$ cat config.mk
export PLATFORM = sky130hd
export DESIGN_NAME = uglr_ctrl
export DESIGN_NICKNAME = d
export VERILOG_FILES = /design/src/rtl/core/uglr_pkg.sv /design/src/rtl/core/uglr_ctrl.sv
export SDC_FILE = /design/constraint.sdc
export NUM_CORES = 1
export LEC_CHECK = 0
export BUFFER_PORTS_ARGS = -buffer_cell sky130_fd_sc_hd__buf_2
export CORE_MARGIN = 5
export CORE_UTILIZATION = 51
export CTS_BUF_LIST = sky130_fd_sc_hd__clkbuf_2 sky130_fd_sc_hd__clkbuf_4 sky130_fd_sc_hd__clkbuf_8
export DETAILED_ROUTE_END_ITERATION = 12
export GPL_TIMING_DRIVEN = 0
export MAX_ROUTING_LAYER = met4
export PLACE_DENSITY = 0.81
export SYNTH_ARGS = -nofsm -noshare
export SYNTH_HDL_FRONTEND = slang
export SYNTH_SLANG_ARGS = --single-unit
$ cat constraint.sdc
create_clock -name aclk -period 2.6 [get_ports aclk]
set_input_delay 0.52 -clock aclk [delete_from_list [all_inputs] [get_ports aclk]]
set_output_delay 0.52 -clock aclk [all_outputs]
set_load 0.01 [all_outputs]
$ cat src/rtl/core/uglr_pkg.sv
// ----------------------------------------------------------------------------
// uglr_pkg
// Shared widths, limits and controller/datapath interface types for the
// uniform grid linear resampler.
// ----------------------------------------------------------------------------
`timescale 1ns / 1ps
`default_nettype none

package uglr_pkg;

    localparam int TIME_W    = 32;
    localparam int VALUE_W   = 32;
    localparam int FRAC_BITS = 16;
    localparam int MAX_RUN   = 64;
    localparam int CFG_W     = 32;

    // stream payload: time in the low bits, value above it
    localparam int DATA_W = TIME_W + VALUE_W;

    localparam int RUN_CNT_W = (MAX_RUN > 1) ? $clog2(MAX_RUN) : 1;

    // divider: dividend holds dt * |dv| + span/2, divisor holds a time span
    localparam int DIVIDEND_W = TIME_W + VALUE_W;
    localparam int DIV_RADIX  = 2;
    localparam int DIV_CYCLES = DIVIDEND_W / DIV_RADIX;
    localparam int DIV_CNT_W  = $clog2(DIV_CYCLES);

    // grid step of 1.0
    localparam logic [TIME_W-1:0] STEP_RESET = TIME_W'(64'd1 << FRAC_BITS);

    typedef struct packed {
        logic capture;
        logic decide;
        logic set_origin;
        logic set_prev_value;
        logic commit;
        logic mul_n;
        logic mul_a;
        logic div_start;
        logic load_run;
        logic emit_point;
        logic emit_start;
        logic skip_start;
        logic skip_fix;
    } uglr_cmd_t;

    typedef struct packed {
        logic new_series;
        logic time_lt;
        logic time_eq;
        logic has_points;
        logic div_done;
        logic div_pair_done;
        logic out_free;
        logic run_last;
        logic run_trunc;
    } uglr_status_t;

endpackage

`default_nettype wire

$ cat src/rtl/core/uglr_ctrl.sv
// ----------------------------------------------------------------------------
// uglr_ctrl
// Per-sample sequencer: classify, emit series starts, set up the slope, run
// the dividers, emit grid points and realign the grid after a cut-short run.
// ----------------------------------------------------------------------------
`timescale 1ns / 1ps
`default_nettype none

module uglr_ctrl (
    input  logic                    aclk,
    input  logic                    aresetn,
    input  logic                    s_tvalid,
    output logic                    s_tready,
    input  uglr_pkg::uglr_status_t  status,
    output uglr_pkg::uglr_cmd_t     cmd
);
    import uglr_pkg::*;

    typedef enum logic [9:0] {
        ST_IDLE      = 10'b00_0000_0001,
        ST_DECIDE    = 10'b00_0000_0010,
        ST_MUL_N     = 10'b00_0000_0100,
        ST_MUL_A     = 10'b00_0000_1000,
        ST_DIV_LOAD  = 10'b00_0001_0000,
        ST_DIV_WAIT  = 10'b00_0010_0000,
        ST_EMIT      = 10'b00_0100_0000,
        ST_SKIP_LOAD = 10'b00_1000_0000,
        ST_SKIP_WAIT = 10'b01_0000_0000,
        ST_START_OUT = 10'b10_0000_0000
    } uglr_state_t;

    uglr_state_t state_reg, state_next;

    always_comb begin
        state_next = state_reg;
        cmd        = '0;
        s_tready   = 1'b0;
        case (state_reg)
            ST_IDLE: begin
                s_tready = 1'b1;
                if (s_tvalid) begin
                    cmd.capture = 1'b1;
                    state_next  = ST_DECIDE;
                end
            end
            ST_DECIDE: begin
                cmd.decide = 1'b1;
                if (status.new_series) begin
                    cmd.set_origin = 1'b1;
                    state_next     = ST_START_OUT;
                end else if (status.time_lt) begin
                    state_next = ST_IDLE;
                end else if (status.time_eq) begin
                    cmd.set_prev_value = 1'b1;
                    state_next         = ST_IDLE;
                end else if (!status.has_points) begin
                    cmd.commit = 1'b1;
                    state_next = ST_IDLE;
                end else begin
                    state_next = ST_MUL_N;
                end
            end
            ST_MUL_N: begin
                cmd.mul_n  = 1'b1;
                state_next = ST_MUL_A;
            end
            ST_MUL_A: begin
                cmd.mul_a  = 1'b1;
                state_next = ST_DIV_LOAD;
            end
            ST_DIV_LOAD: begin
                cmd.div_start = 1'b1;
                state_next    = ST_DIV_WAIT;
            end
            ST_DIV_WAIT: begin
                if (status.div_pair_done) begin
                    cmd.load_run = 1'b1;
                    state_next   = ST_EMIT;
                end
            end
            ST_EMIT: begin
                if (status.out_free) begin
                    cmd.emit_point = 1'b1;
                    if (status.run_last) begin
                        if (status.run_trunc) begin
                            state_next = ST_SKIP_LOAD;
                        end else begin
                            cmd.commit = 1'b1;
                            state_next = ST_IDLE;
                        end
                    end
                end
            end
            ST_SKIP_LOAD: begin
                cmd.skip_start = 1'b1;
                state_next     = ST_SKIP_WAIT;
            end
            ST_SKIP_WAIT: begin
                if (status.div_done) begin
                    cmd.skip_fix = 1'b1;
                    cmd.commit   = 1'b1;
                    state_next   = ST_IDLE;
                end
            end
            ST_START_OUT: begin
                if (status.out_free) begin
                    cmd.emit_start = 1'b1;
                    state_next     = ST_IDLE;
                end
            end
            default: begin
                state_next = ST_IDLE;
            end
        endcase
    end

    always_ff @(posedge aclk) begin
        if (!aresetn) begin
            state_reg <= ST_IDLE;
        end else begin
            state_reg <= state_next;
        end
    end

endmodule

`default_nettype wire

=== After elaboration in Yosys (flattened, before gate mapping) ===
Index checks and enable logic that the tools add are counted.

* Logic and storage cells: 55
* Bits of input ports: 12
* Register bits after elaboration: 10

* Muxes and demuxes: 37
* Eq/ne operators: 16
* Reductions and logical operators: 1

{| class="wikitable"
|+ Operators by type and width
! operator !! count
|-
| 10-bit case mux with 10 select lines || 1
|-
| 10-bit 2-to-1 mux || 9
|-
| 1-bit 2-to-1 mux || 21
|-
| 2-bit inequality test (second input constant) || 6
|-
| 10-bit by 1-bit == test with 1-bit output (second input constant) || 1
|-
| 10-bit == test (second input constant) || 1
|-
| 10-bit by 2-bit == test with 1-bit output (second input constant) || 1
|-
| 10-bit by 3-bit == test with 1-bit output (second input constant) || 1
|-
| 10-bit by 4-bit == test with 1-bit output (second input constant) || 1
|-
| 10-bit by 5-bit == test with 1-bit output (second input constant) || 1
|-
| 10-bit by 6-bit == test with 1-bit output (second input constant) || 1
|-
| 10-bit by 7-bit == test with 1-bit output (second input constant) || 1
|-
| 10-bit by 8-bit == test with 1-bit output (second input constant) || 1
|-
| 10-bit by 9-bit == test with 1-bit output (second input constant) || 1
|-
| 8-bit 2-to-1 mux || 1
|-
| 3-bit 2-to-1 mux || 2
|-
| 6-bit AND reduction || 1
|-
| 2-bit 2-to-1 mux || 2
|-
| 1-bit case mux with 3 select lines || 1
|}

=== Depth between registers and ports, before layout ===
Gate-level depths: netlist of the first run.

* Depth after elaboration: 5
* Gate-level depth with buffers: 7
* Mapped depth without buffers: 6

=== Worst setup path after synthesis of the first run ===
OpenSTA, ideal clock, no wires.

* Path type: reg-to-output
* From: register state_reg[4]
* To: output cmd[9] (netlist bit)
* Path buffers: 1
* Arrival: 1.612 ns
* Required time: 2.080 ns
* Cell stages (with the launch flop): 6
* Path slack: 0.468 ns
* Cell sequence: dfxtp_1 > buf_6 > nor3_4 > nand3_2 > or3b_4 > nor4b_1

{| class="wikitable"
|+ RTL lines
! what !! RTL line !! source
|-
| start: declaration || uglr_ctrl.sv:32 || <nowiki>uglr_state_t state_reg, state_next;</nowiki>
|-
| start signal: assignment || uglr_ctrl.sv:121 || <nowiki>state_reg <= state_next;</nowiki>
|-
| end: declaration || uglr_ctrl.sv:15 || <nowiki>output uglr_pkg::uglr_cmd_t cmd</nowiki>
|}

==> results.yml, run 1 <==
timing:
  min_period_ns: 2.51
  slew_viol_final: 0
  skew_ns: 0.00521
  post-route-period-util_pct: 96.5
  max_freq_mhz: 398
  relSlewSlack_pct: 73.0
  worst_pin_slew_ns: 0.401
  hold_violations: 0
  setup_violations: 0
synthesis:
  synth.distinct_cells: 39
  synth-adder-area-share_pct: 0
  synth_common_cells: "dfxtp_1, nand2_1, nor2_1"
  synth_area_leaders: "dfxtp_1, nor4b_1, nand2_1, nor2_1, and2_1"
  synthXorXnorAreaFrac_pct: 3.42
  synthSimpleGateAreaFrac_pct: 50.8
  syn-num-nets: 107
  yosysSeqAreaShare_pct: 26.1
  synth_top_family_by_area: "simple AND/OR/NAND/NOR gates"
  syn_area_um2: 768
  synth.avg_cell_area_um2: 8.09
  synth_area_leader_cell: "dfxtp_1"
  synth_top_flop_cell: "dfxtp_1"
  synth_compound_area_share_pct: 13.0
  ys_ff_latch: 10
  muxShareOfSynthArea_pct: 0
  synth_edf_count: 0
  post-synth-top-area-fraction_pct: 26.1
  synthArstFlopShare_pct: 0
  syn_inst: 95
  synth.yosys.warnings: 0
floorplanning:
  fp.dieW_um: 48.8
  num_rows: 14
  design.die.area_um2: 2380
  die_h_um: 48.8
  pin_count: 26
  initial_core_util_pct: 52.2
  core_um2: 1470
pwr:
  leakage_nw: 0.468
  p_int_uw: 345
  p_sw_share_pct: 36.6
  switchingPower_uw: 199
  p_comb_share_pct: 39.0
  vdd_drop_max_mv: 0.351
  pwr-share-seq_pct: 34.5
  clkPwrFrac_pct: 26.5
  p_total_uw: 544
  power_density_nw_per_um2: 549
clock_tree:
  cts_sinks: 10
  clock_path_buffers: 2
  insertion_delay_ns: 0.27
  cts_hold_buf: 0
  cts_root_buf: "clkbuf_4"
  cts_buffers: 3
  cts_max_level: 1
  clkTransAtPathRegs_ns: 0.07
  cts_tree: "done"
drt:
  drc: 0
  routed_wl_um: 2110
  wl_per_cell_um: 14.8
  drt_iter0_markers: 49
  drtPass1Iterations: 4
  ant_nets: 0
  vias: 861
  viasPerCell: 6.06
finish:
  largest_reg_flops: 10
  seqCellArea_um2: 205
  multi_input_area_um2: 531
  fin_nets: 139
  postLayoutCoreUtil_pct: 67.3
  fin_area_um2: 991
  area_growth_pct: 29.0
  drive_gt1_share_pct: 38.9
  nFillCells: 125
  diodes: 0
worst_setup_path:
  cp_slowest_cell: "or3b_4"
  cp.required_ns: 2.08
  cp_top_family: "simple AND/OR/NAND/NOR gates"
  cpPeakStageDelay_ns: 0.45
  crit_chain: "nor3_2 -> nand3_2 -> or3b_4 -> nor4b_4 -> a311o_1 -> buf_2"
  critPathLaunchType: "flop"
  cp-end-kind: "output port"
  worstPathArrival_ns: 1.99
  critical_path.max_fanout: 9
  crit_type: "flop to output port"
  cp_num_buf_inv: 1
grt:
  grt_pass1_vias: 770
  grt_max_degree: 11
  overflow: 0
  track_usage_pct: 17.9
  antenna_found_initial: 0
  grt_pass1_wl_um: 3340
run:
  maxCapViolations: 0
placement:
  port-buffer-count: 24
  place_congestion: 0.774
  post_dp_cell_area_um2: 908
  dp_hpwl_um: 1500
status:
  run_status: "completed"
worst_hold_path:
  hp-class: "input pin to flop"
## worst paths after layout
path | from | depth (start not counted) | end | slack, ns
min reg2reg | state_reg[7]$_SDFFE_PN0P_ | 2 | state_reg[5]$_SDFFE_PN0P_ | 0.62
max | state_reg[8]$_SDFFE_PN0P_ | 6 | cmd[8] | 0.09
max reg2reg | state_reg[8]$_SDFFE_PN0P_ | 6 | state_reg[0]$_SDFFE_PN1P_ | 0.83
min | status[0] | 2 | state_reg[7]$_SDFFE_PN0P_ | 0.49
## cell families (layout without fill, tap and decap cells)
family / count (synthesis) / after routing
buffers and inverters: 10 / 41
XOR/XNOR: 3 / 3
AND/OR/NAND/NOR: 59 / 59
flip-flops: 10 / 10
AO/OA/AOI/OAI: 13 / 13
## metal layers
| layer | GRT usage [%] | part of all wire, % |
|---|---|---|
| met1 | 20.8 | 40 |
| met2 | 29.1 | 49 |
| met3 | 3.36 | 8.7 |
| met4 | 9.42 | 2.3 |
| met5 | - | 0 |
## cell type report
type | instances | area share (%)
inverter | 4 | 1.64
multi-input combinational | 75 | 53.5
buffer | 4 | 2.53
clock buffer | 4 | 3.66
timing repair buffer | 29 | 15.9
sequential | 10 | 20.7
tap | 16 | 2.02
## timing repair
action                                  in CTS  in global routing
setup buffers                                0                  5
gates resized for setup                      0                  5
endpoints found under the setup margin       0                  1
## power by group through the flow
stage / registers, mW / logic (mW) / clock network (mW)
floorplan: 0.187 / 0.132 / 0
global placement: 0.190 / 0.180 / 0
detailed placement: 0.191 / 0.185 / 0
CTS: 0.187 / 0.190 / 0.146
global route: 0.189 / 0.229 / 0.156
finish: 0.188 / 0.212 / 0.144
## through the flow
| step | worst slack (ns) | hold slack (ns) | cells | setup TNS, ns |
|---|---|---|---|---|
| 6_report | 0.0899 | 0.490 | 142 | 0 |
| 5_1_grt | -0.0203 | 0.491 | 142 | -0.0203 |
| 4_1_cts | 0.0181 | 0.480 | 139 | 0 |
| 3_5_place_dp | 0.331 | 0.616 | 135 | 0 |
| 3_3_place_gp | 0.361 | 0.610 | 135 | 0 |
| 2_1_floorplan | 0.468 | 0.571 | 95 | 0 |
## cells in the final DEF (no fill, tap or decap), types with 2 or more instances in the layout
cell type and n:
nor2_1 9, nor4_1 5, a21oi_1 2, nand4_1 4, nor4b_1 6, inv_1 3
clkbuf_4 3, buf_4 5, nor2b_1 2, xor2_1 2, nor3_2 2, dfxtp_1 8
and2_1 5, nand2_1 10, buf_2 26, nand3_1 2, o21ai_0 2, nor3b_1 3
o2bb2ai_1 2
Power figures use the tool's default switching activity.
==> run 2: changes to the inputs <==
PLACE_DENSITY = not set   (was 0.81)
PLACE_DENSITY_LB_ADDON = 0.25   (was not set)
==> results.yml, run 2 (synthesis results as in run 1) <==
timing:
  skew_ns: 0.00357
  slew_viol_final: 0
  hold_violations: 0
  worst_pin_slew_ns: 0.466
  relSlewSlack_pct: 68.6
  layout_setup_ws_ns: 0.119
  post-route-period-util_pct: 95.4
  setup_violations: 0
  max_freq_mhz: 403
  setup_tns_ns: 0
  rsz0062_at_grt: "false"
  min_period_ns: 2.48
clock_tree:
  cts_max_level: 1
  cts_buffers: 3
  cts_hold_buf: 0
  cts_root_buf: "clkbuf_4"
  clock_path_buffers: 2
  insertion_delay_ns: 0.26
  cts_sinks: 10
  clkTransAtPathRegs_ns: 0.07
  cts_tree: "done"
floorplanning:
  fp.dieW_um: 48.8
  initial_core_util_pct: 52.2
  die_h_um: 48.8
  core_um2: 1470
  design.die.area_um2: 2380
  num_rows: 14
  pin_count: 26
worst_setup_path:
  critical_path.max_fanout: 9
  cp-end-kind: "output port"
  crit_type: "flop to output port"
  cp.required_ns: 2.08
  cp_slowest_cell: "or3b_4"
  worstPathArrival_ns: 1.96
  critPathLaunchType: "flop"
  critPathMostFrequentCell: "buf_2"
  cp_num_buf_inv: 2
  cpPeakStageDelay_ns: 0.42
  crit_chain: "buf_2 -> nor3_2 -> nand3_2 -> or3b_4 -> nor4b_2 -> a311o_1 -> buf_2"
  cp_top_family: "simple AND/OR/NAND/NOR gates"
pwr:
  vdd_drop_max_mv: 0.357
  power_density_nw_per_um2: 518
  leakage_nw: 0.457
finish:
  postLayoutCoreUtil_pct: 65.1
  area_growth_pct: 24.8
  largest_reg_flops: 10
  most-common-layout-cells: "buf_2, nand2_1, dfxtp_1, nor2_1, nor4b_1"
  drive_gt1_share_pct: 36.8
  fin_nets: 139
  final_common_cell: "buf_2"
  diodes: 0
placement:
  place_congestion: 0.792
  dp_hpwl_um: 1500
  port-buffer-count: 24
  pre_cts_ws_ns: 0.353
grt:
  grt_max_degree: 11
  track_usage_pct: 16.7
  grt_pass1_wl_um: 3130
  antenna_found_initial: 0
  grt_pass1_vias: 762
  overflow: 0
drt:
  ant_nets: 0
  wl_met1_um: 837
  viasPerCell: 6.00
  top_layer: "met4"
  met3WireLength_um: 153
  vias: 846
  routed_wl_um: 1940
  wl_per_cell_um: 13.7
  drt_iter0_markers: 23
  dr_wl_met2_um: 925
  drc: 0
  drtPass1Iterations: 4
status:
  run_status: "completed"
run:
  maxCapViolations: 0
worst_hold_path:
  hp-class: "input pin to flop"
## run 2: final cells by class
type	count	area, µm²
clock buffer	3	22.5
inverter	4	16.3
tap	16	20.0
fill	132	513
timing repair buffer	27	143
buffer	6	35.0
sequential	10	200
multi-input combinational	75	522
## run 2: routing by layer
layer / vias up / GRT usage (%)
li1: 418 / -
met1: 387 / 19.4
met2: 39 / 26.5
met3: 2 / 2.75
met4: 0 / 10.8
met5: - / -
## run 2: path summary, 6_finish.rpt
| kind | slack, ns | to | start | cells past startpoint |
|---|---|---|---|---|
| worst max-delay path | 0.12 | cmd[8] | state_reg[9]$_SDFFE_PN0P_ | 7 |
| worst min-delay path | 0.49 | state_reg[2]$_SDFFE_PN0P_ | status[8] | 2 |
| worst max register to register | 0.85 | state_reg[7]$_SDFFE_PN0P_ | state_reg[7]$_SDFFE_PN0P_ | 7 |
| worst min register to register | 0.63 | state_reg[9]$_SDFFE_PN0P_ | state_reg[9]$_SDFFE_PN0P_ | 3 |
## run 2: repair_timing
action	in CTS	in global routing
endpoints found under the hold margin	0	0
setup buffers	0	3
resized for setup	0	1
setup endpoints to repair	0	2
## run 2: worst reg2reg max path, stage by stage (launching register included)
cell,delay [ns]
dfxtp_1,0.29
buf_2,0.17
nor3_4,0.22
buf_4,0.15
nand3_1,0.12
o211ai_1,0.37
nor2_1,0.13
and3_1,0.20
## run 2: per-stage QoR
| stage | power, mW | hold slack (ns) | cell area [µm²] | std cells |
|---|---|---|---|---|
| CTS | 0.480 | 0.488 | 931 | 138 |
| finish | 0.496 | 0.494 | 958 | 141 |
| detailed placement | 0.374 | 0.616 | 908 | 135 |
| floorplan | 0.319 | 0.571 | 768 | 95 |
| global placement | 0.367 | 0.610 | 908 | 135 |
| global route | 0.524 | 0.498 | 958 | 141 |
## run 2: report_power, final
part / internal (mW) / leakage [nW] / switching, mW
clock: 0.0534 / 0.0138 / 0.0525
sequential: 0.165 / 0.0811 / 0.0225
combinational: 0.0952 / 0.362 / 0.107
total: 0.314 / 0.457 / 0.182
==> run 3: changes to the inputs <==
ABC_CLOCK_PERIOD_IN_PS = 2600   (was not set)
CELL_PAD_IN_SITES_DETAIL_PLACEMENT = 0   (was not set)
CELL_PAD_IN_SITES_GLOBAL_PLACEMENT = 1   (was not set)
CORE_ASPECT_RATIO = 1.4   (was not set)
CORE_UTILIZATION = 36   (was 51)
==> results.yml, run 3 (synthesis results as in run 1) <==
pwr:
  p_comb_share_pct: 37.1
  leakage_nw: 0.455
  power_density_nw_per_um2: 540
  p_int_uw: 340
  clkPwrFrac_pct: 27.0
  pwr-share-seq_pct: 35.9
  switchingPower_uw: 188
  p_sw_share_pct: 35.6
  p_total_uw: 528
  vdd_drop_max_mv: 0.350
drt:
  routed_wl_um: 1960
  drtPass1Iterations: 4
  viasPerCell: 5.49
  drc: 0
  ant_nets: 0
  drt_iter0_markers: 18
  wl_per_cell_um: 13.7
  vias: 785
timing:
  min_period_ns: 2.50
  post-route-period-util_pct: 96.2
  whs_ns: 0.501
  setup_tns_ns: 0
  hold_violations: 0
  setup_violations: 0
  worst_pin_slew_ns: 0.440
  max_freq_mhz: 400
  layout_setup_ws_ns: 0.0978
  slew_viol_final: 0
  relSlewSlack_pct: 70.4
  skew_ns: 0.00661
worst_hold_path:
  hp-class: "input pin to flop"
  hold_depth: 2
clock_tree:
  cts_hold_buf: 0
  cts_sinks: 10
  cts_buffers: 3
  cts_max_level: 1
  cts_root_buf: "clkbuf_4"
  cts_tree: "done"
  insertion_delay_ns: 0.27
  clock_path_buffers: 2
  clkTransAtPathRegs_ns: 0.07
finish:
  fin_area_um2: 977
  drive_gt1_share_pct: 38.5
  nFillCells: 201
  area_growth_pct: 27.2
  largest_reg_flops: 10
  seqCellArea_um2: 206
  diodes: 0
  fin_nets: 135
  multi_input_area_um2: 539
  final_common_cell: "buf_2"
  most-common-layout-cells: "buf_2, nor2_1, nand2_1, dfxtp_1, nor4b_1"
worst_setup_path:
  crit_type: "flop to output port"
  worstPathArrival_ns: 1.98
  critPathLaunchType: "flop"
  critical_path.max_fanout: 8
  cp.required_ns: 2.08
  cp-end-kind: "output port"
  rr_worst_depth: 7
grt:
  grt_max_degree: 11
  track_usage_pct: 13.4
  antenna_found_initial: 0
  grt_pass1_vias: 736
  grt_pass1_wl_um: 3280
  overflow: 0
floorplanning:
  design.die.area_um2: 3170
  initial_core_util_pct: 38.5
  die_h_um: 64.7
  num_rows: 19
  fp.dieW_um: 49.0
  core_um2: 2000
  pin_count: 26
placement:
  pre_cts_ws_ns: 0.346
  place_congestion: 0.726
  port-buffer-count: 24
  post_dp_cell_area_um2: 915
  dp_hpwl_um: 1570
status:
  run_status: "completed"
run:
  maxCapViolations: 0
## run 3: layer usage
| metal | part of all wire [%] | track usage (%) | up-vias | wire length [µm] |
|---|---|---|---|---|
| li1 | - | - | 403 | - |
| met1 | 42 | 15.3 | 356 | 826 |
| met2 | 51 | 22.7 | 24 | 994 |
| met3 | 6.1 | 2.06 | 2 | 120 |
| met4 | 0.87 | 6.06 | 0 | 17 |
| met5 | 0 | - | - | 0 |
## run 3: repair_timing
action,in CTS,in global routing
endpoints found under the hold margin,0,0
setup endpoints to repair,0,3
resized for setup,0,8
setup buffers,0,1
## run 3: path summary, 6_finish.rpt
path | start | end | slack [ns]
hold reg to reg | state_reg[9]$_SDFFE_PN0P_ | state_reg[9]$_SDFFE_PN0P_ | 0.55
setup reg to reg | state_reg[8]$_SDFFE_PN0P_ | state_reg[0]$_SDFFE_PN1P_ | 0.76
hold / removal | status[0] | state_reg[7]$_SDFFE_PN0P_ | 0.50
setup / recovery | state_reg[7]$_SDFFE_PN0P_ | cmd[8] | 0.1
## run 3: power by group through the flow
stage	clock network (mW)	registers (mW)	logic (mW)
5_1_grt	0.154	0.192	0.224
6_report	0.143	0.189	0.196
3_5_place_dp	0	0.191	0.185
3_3_place_gp	0	0.190	0.184
4_1_cts	0.145	0.188	0.187
2_1_floorplan	0	0.187	0.132
## run 3: cell type report
type                            count  share of cell area, %
Buffer                              4                   2.56
Tap cell                           21                   2.69
Timing Repair Buffer               25                   13.1
Clock buffer                        4                   3.71
Multi-Input combinational cell     75                   55.2
Inverter                            4                   1.66
Sequential cell                    10                   21.1
## run 3: stage by stage
step / util [%] / cells
2_1_floorplan: - / 95
3_3_place_gp: 45.8 / 140
3_5_place_dp: 45.8 / 140
4_1_cts: 47.6 / 144
5_1_grt: 48.9 / 143
6_report: 48.9 / 143
## run 3: critical path: stages (launching register included)
cell and delay (ns):
dfxtp_4 0.38, nor3_4 0.28, nand3_2 0.12, or3b_4 0.45
nor4b_4 0.23, a311o_1 0.14, buf_2 0.13
